==> src/rtl/core/ntm_pkg.sv <==
package ntm_pkg;

  localparam int SAMPLE_BITS       = 16;
  localparam int ENTRY_W           = 6;
  localparam int POS_W             = 5;
  localparam int DIST_W            = 37;
  localparam int CFG_W             = 7;
  localparam int MAX_ENTRIES_DEF   = 64;
  localparam int SIGNAL_LENGTH_DEF = 20;
  localparam int QUEUE_DEPTH       = 4;
  localparam int S_DATA_W          = 32;
  localparam int M_DATA_W          = 48;
  localparam int APB_ADDR_W        = 3;
  localparam int APB_DATA_W        = 32;

  localparam logic             REG_ENTRIES_IN_USE = 1'b0;
  localparam logic [CFG_W-1:0] CFG_RESET          = 7'd1;

  localparam logic FUNC_LOAD  = 1'b0;
  localparam logic FUNC_QUERY = 1'b1;

  typedef enum logic [1:0] {
    CMD_LOAD,
    CMD_QUERY,
    CMD_MATCH
  } cmd_kind_e;

  typedef struct packed {
    cmd_kind_e                kind;
    logic [ENTRY_W-1:0]       entry;
    logic [POS_W-1:0]         position;
    logic [SAMPLE_BITS-1:0]   sample;
  } cmd_t;

  typedef struct packed {
    logic full;
    logic empty;
  } queue_stat_t;

  typedef enum logic [1:0] {
    ST_IDLE,
    ST_SCAN,
    ST_DRAIN,
    ST_REPORT
  } back_state_e;

endpackage

==> src/rtl/core/ntm_cmd_queue.sv <==
module ntm_cmd_queue (
  input  logic                 clk_i,
  input  logic                 rst_ni,
  input  logic                 push_i,
  input  ntm_pkg::cmd_t        cmd_i,
  input  logic                 pop_i,
  output ntm_pkg::cmd_t        head_o,
  output ntm_pkg::queue_stat_t stat_o
);

  localparam int PTR_W = $clog2(ntm_pkg::QUEUE_DEPTH);

  ntm_pkg::cmd_t    slot_q [ntm_pkg::QUEUE_DEPTH];
  logic [PTR_W-1:0] wr_ptr_q, wr_ptr_d;
  logic [PTR_W-1:0] rd_ptr_q, rd_ptr_d;
  logic [PTR_W:0]   count_q, count_d;
  logic             do_push;
  logic             do_pop;

  assign stat_o.full  = count_q == (PTR_W+1)'(ntm_pkg::QUEUE_DEPTH);
  assign stat_o.empty = count_q == '0;
  assign do_push      = push_i && !stat_o.full;
  assign do_pop       = pop_i && !stat_o.empty;
  assign head_o       = slot_q[rd_ptr_q];

  always_comb begin
    wr_ptr_d = do_push ? wr_ptr_q + 1'b1 : wr_ptr_q;
    rd_ptr_d = do_pop ? rd_ptr_q + 1'b1 : rd_ptr_q;
    count_d  = count_q + (PTR_W+1)'(do_push) - (PTR_W+1)'(do_pop);
  end

  always_ff @(posedge clk_i or negedge rst_ni) begin
    if (!rst_ni) begin
      wr_ptr_q <= '0;
      rd_ptr_q <= '0;
      count_q  <= '0;
    end else begin
      wr_ptr_q <= wr_ptr_d;
      rd_ptr_q <= rd_ptr_d;
      count_q  <= count_d;
    end
  end

  always_ff @(posedge clk_i) begin
    if (do_push) begin
      slot_q[wr_ptr_q] <= cmd_i;
    end
  end

endmodule

==> config.mk <==
export PLATFORM = sky130hd
export DESIGN_NAME = ntm_cmd_queue
export DESIGN_NICKNAME = d
export VERILOG_FILES = /design/src/rtl/core/ntm_pkg.sv /design/src/rtl/core/ntm_cmd_queue.sv
export SDC_FILE = /design/constraint.sdc
export NUM_CORES = 1
export LEC_CHECK = 0
export BUFFER_PORTS_ARGS = -buffer_cell sky130_fd_sc_hd__clkbuf_2
export CAP_MARGIN = 20
export CORE_ASPECT_RATIO = 1.75
export CORE_MARGIN = 8
export CORE_UTILIZATION = 56
export DETAILED_ROUTE_END_ITERATION = 8
export HOLD_SLACK_MARGIN = 0.03
export PLACE_DENSITY = 0.78
export SLEW_MARGIN = 20
export SYNTH_ARGS = -nofsm -noshare
export SYNTH_HDL_FRONTEND = slang
export SYNTH_SLANG_ARGS = --single-unit
==> constraint.sdc <==
create_clock -name clk_i -period 2.5 [get_ports clk_i]
set_input_delay 0.25 -clock clk_i [delete_from_list [all_inputs] [get_ports clk_i]]
set_output_delay 0.25 -clock clk_i [all_outputs]
set_load 0.005 [all_outputs]
Word level (Yosys, flattened, before mapping)
Memories as Yosys holds them, arrays and structs flattened.
Index checks and enable logic that the tools add are counted.
- flip-flop bits (word level): 7
- RAM bits: 116
- logic and storage cells: 16
- memories kept: 1
- output and inout bits: 31
- input port bits: 33
- memories (name ; depth ; width ; read ports ; clocked after Yosys merged registers in ; write ports ; RTL line ; RTL):
    slot_q ; 4 ; 29 ; 1 ; 0 ; 1 ; ntm_cmd_queue.sv:13 ; ntm_pkg::cmd_t slot_q [ntm_pkg::QUEUE_DEPTH];
- eq/ne operators: 1
- reduce and logical (&&, ||, !) cells: 5
- $add $sub $neg: 4
- muxes and demuxes: 2
- operators by type and width (cell ; count):
    2-bit by 1-bit adder with 2-bit output (second input constant) ; 2
    3-bit by 1-bit adder with 3-bit output ; 1
    3-bit equality test (second input constant) ; 1
    3-bit zero test ; 1
    3-bit by 1-bit subtractor with 3-bit output ; 1
    1-bit logical AND ; 2
    1-bit zero test ; 2
    1-bit two-way mux ; 2

Depth between registers and ports, before layout
- depth after elaboration: 5
- gate-level depth with buffers: 8
- depth with buffers taken out: 8

Worst setup path after synthesis
Ideal clock, no wire load.
- path kind: register -> register
- start: register count_q[1]
- end: register count_q[2]
- arrival: 1946 ps
- period minus slack after synthesis: 2069 ps
- setup slack: 431 ps
- required time: 2377 ps
- cell stages (with the launch flop): 9
- buffers on the path: 0
- setup time: 123 ps
- cell sequence: dfrtp_1 o31ai_1 inv_1 ha_1 inv_1 ha_1 fa_1 xnor2_1 xnor2_1
- elaborated cells on any way between the ends: 8
- those cells by class: add/sub (2); eq/ne (1); reduce/logical (5)
- RTL lines (what ; RTL line ; RTL):
    start, declared ; ntm_cmd_queue.sv:16 ; logic [PTR_W:0] count_q, count_d;
    start signal, assigned ; ntm_cmd_queue.sv:40 ; count_q <= count_d;
    3-bit zero test ; ntm_cmd_queue.sv:21 ; assign stat_o.empty = count_q == '0;
    1-bit zero test ; ntm_cmd_queue.sv:23 ; assign do_pop = pop_i && !stat_o.empty;
    1-bit logical AND ; ntm_cmd_queue.sv:23 ;
    via do_pop ; ntm_cmd_queue.sv:18 ; logic do_pop;
    3-bit by 1-bit subtractor with 3-bit output ; ntm_cmd_queue.sv:29 ; count_d = count_q + (PTR_W+1)'(do_push) - (PTR_W+1)'(do_pop);
    via count_d[2] ; ntm_cmd_queue.sv:16 ;
The timed path passes the listed nets, and every way through them passes these cells.
A chain may end at the register's enable or synchronous reset.

Worst setup path after layout
Ends and elaborated chain as after synthesis.

==> impl_metrics.csv <==
group,metric,value,unit
floorplan,io_pins,64,
timing,slew_headroom,70.7,%
timing,min_period_over_period,87.2,%
logic_synthesis,syn_area,4660,um2
clock_tree,cts.clk_slew.worst_paths,0.05,ns
timing,finalMaxSlewViolations,0,
global_route,grt_pass1_wl,13.0,mm
route,drcViolationCount,0,
place,placed_cell_area,5120,um2
logic_synthesis,synth-seq-area-share,78.6,%
clock_tree,htree_levels,4,
timing,timing.fmax,459,MHz
clock_tree,cts_tree,"built",
layout,nNetsFinal,319,
clock_tree,cts.sinks,123,
floorplan,start_util,56.8,%
critical_path,path_max_fanout,7,
route,post_drt_wl_per_cell,21.3,um
timing,setup-tns-final,0,ns
global_route,grt_pass1_vias,2393,
floorplan,rows,44,
critical_path,r2r_cells,8,
place,dp_hpwl,5.40,mm
timing,worstMarginPinSlew,0.440,ns
global_route,gr-total-overflow,0,
clock_tree,cts_setup_buffers,0,
min_path,hold_path.class,"in -> reg",
logic_synthesis,synth-seq-cells,123,
floorplan,fp.dieH,137,um
timing,rsz0062_at_grt,"false",
critical_path,crit_required,2.83,ns
floorplan,die_w,84.9,um
timing,final-setup-viol-count,0,
job,maxCapViolations,0,
floorplan,coreArea,8200,um2
route,via_per_inst,5.73,
critical_path,slowest_stage,"dfrtp_1",
place,gp_congestion,0.743,
clock_tree,insertion_delay,0.40,ns
power_and_ir_drop,peakVddDrop,0.804,mV
critical_path,crit_arrival,2.51,ns
timing,holdWs,0.0601,ns
timing,hold_viol_final,0,
power_and_ir_drop,power_density,1240,nW/um2
global_route,antenna_found_initial,0,
route,dr.pass1.iters,4,
min_path,hold_path_depth,1,
logic_synthesis,synth_cell_types,20,
floorplan,dieArea,11600,um2
logic_synthesis,syn_nets,232,
clock_tree,cts-root-buf,"clkbuf_16",
timing,fin_skew,0.00564,ns
route,vias,2200,
logic_synthesis,syn_inst,192,
route,drtAntennaViolNets,0,
layout,area_growth,23.1,%
clock_tree,numCtsBuffers,17,
critical_path,critPathCaptureType,"flop",
critical_path,startpoint_type,"flop",
layout,design_area,5730,um2
global_route,grt.total_usage,15.8,%
logic_synthesis,synth_warnings,0,
critical_path,cp_num_cells,8,
critical_path,cp_num_buf_inv,2,
clock_tree,clk_path_buf_depth,2,
route,first_iter_violations,132,
critical_path,crit_chain,"o31ai_1, inv_1, ha_1, inv_1, ha_1, fa_1, xnor2_1, xnor2_1",
critical_path,worst_path_largest_cell_delay,0.46,ns
layout,drive_gt1_share,46.9,%
timing,min_period,2.18,ns
place,port_buffers,63,
layout,antenna_cells,0,
power_and_ir_drop,p_leak,2.10,nW
critical_path,critical_path.top_delay_family,"adder cells",
layout,fillCellCount,485,
route,routed_wl,8.19,mm
global_route,grt_max_degree,30,
logic_synthesis,avgSynthCellArea,24.3,um2
clock_tree,cts_resized,0,
run_status,outcome,"finished clean",
critical_path,critPathKind,"reg -> reg",
[placed cells by master (no fill, tap or decap), types with 5 or more instances in the layout]
| master | Yosys | routed |
|---|---|---|
| mux4_2 | 28 | 28 |
| edfxtp_1 | 116 | 116 |
| clkbuf_16 | 0 | 17 |
| dfrtp_1 | 7 | 6 |
| buf_4 | 0 | 10 |
| ha_1 | 6 | 6 |
| clkbuf_8 | 0 | 6 |
| clkinv_2 | 0 | 5 |
| clkbuf_2 | 0 | 63 |
| inv_1 | 6 | 6 |
[synthesized netlist by cell type (all sizes together)]
library cell  instances  area [um2]
o311ai                1        8.76
clkbuf                1        3.75
nand4bb               2        22.5
xnor2                 4        35.0
nand2b                4        25.0
nor3b                 1        18.8
nor3                  1        5.00
o31ai                 1        7.51
edfxtp              116        3480
buf                   5        43.8
nand2                 1        3.75
and3b                 4        35.0
fa                    1        20.0
ha                    6        75.1
dfrtp                 7         175
o211ai                2        15.0
mux4                 29         657
inv                   6        22.5
[flip-flops by register name, indices dropped and copies added (netlist names)]
register,count
slot_q,116
count_q,3
wr_ptr_q,2
rd_ptr_q,2
[routing by layer]
metal	GRT usage [%]	vias up	share of wire, %
met3	5.65	15	4.3
met1	15.8	1134	37
met2	27.6	60	56
met4	9.27	0	2.4
li1	-	991	-
met5	0	-	0
[cells by family (layout without fill, tap and decap cells)]
kind of cell	Yosys count	after routing	synth area share (%)
muxes	29	29	14.1
adders and majority gates	7	7	2.04
xor gates and xnor gates	4	4	0.752
DFF	123	123	78.6
buffers and inverters	12	112	1.50
AOI/OAI and AO/OA	4	4	0.672
and+or+nand+nor	13	13	2.36
[worst paths after layout]
check | startpoint | to | slack (ns)
min in group asynchronous | rst_ni | wr_ptr_q[0]$_DFFE_PN0P_ | 0.22
max in group asynchronous | rst_ni | rd_ptr_q[0]$_DFFE_PN0P_ | 2.08
hold reg to reg | wr_ptr_q[1]$_DFFE_PN0P_ | wr_ptr_q[1]$_DFFE_PN0P_ | 0.61
setup / recovery | count_q[1]$_DFF_PN0_ | count_q[2]$_DFF_PN0_ | 0.32
setup reg to reg | count_q[1]$_DFF_PN0_ | count_q[2]$_DFF_PN0_ | 0.32
hold / removal | cmd_i[18] | slot_q[0][18]$_DFFE_PP_ | 0.06
[power by group]
part           leakage (nW)  internal, mW  switching, mW
Clock                 0.303          1.62          0.783
Combinational         0.650         0.928          0.899
Sequential             1.14          2.73          0.158
Total                  2.10          5.28           1.84
[repair_timing]
action,CTS,global route
endpoints found under the hold margin,7,0
hold buffers,1,0
endpoints found under the setup margin,0,0
[cell type report]
class / count / area, um2 / area share, %
Clock inverter: 7 / 85.1 / 1.48
Inverter: 6 / 22.5 / 0.393
Timing Repair Buffer: 74 / 400 / 6.99
Clock buffer: 25 / 515 / 8.99
Tap cell: 92 / 115 / 2.01
Multi-Input combinational cell: 57 / 933 / 16.3
Sequential cell: 123 / 3660 / 63.9
[stage by stage]
stage | instances | util (%) | power [mW] | setup WS, ns
after floorplan | 192 | - | 4.09 | 0.431
final | 384 | 69.9 | 7.12 | 0.320
after CTS | 384 | 69.9 | 7.23 | 0.295
after detailed placement | 351 | 62.4 | 4.82 | 0.301
after global placement | 351 | 62.4 | 4.76 | 0.371
after global routing | 384 | 69.9 | 7.47 | 0.124
Power figures use the tool's default switching activity.
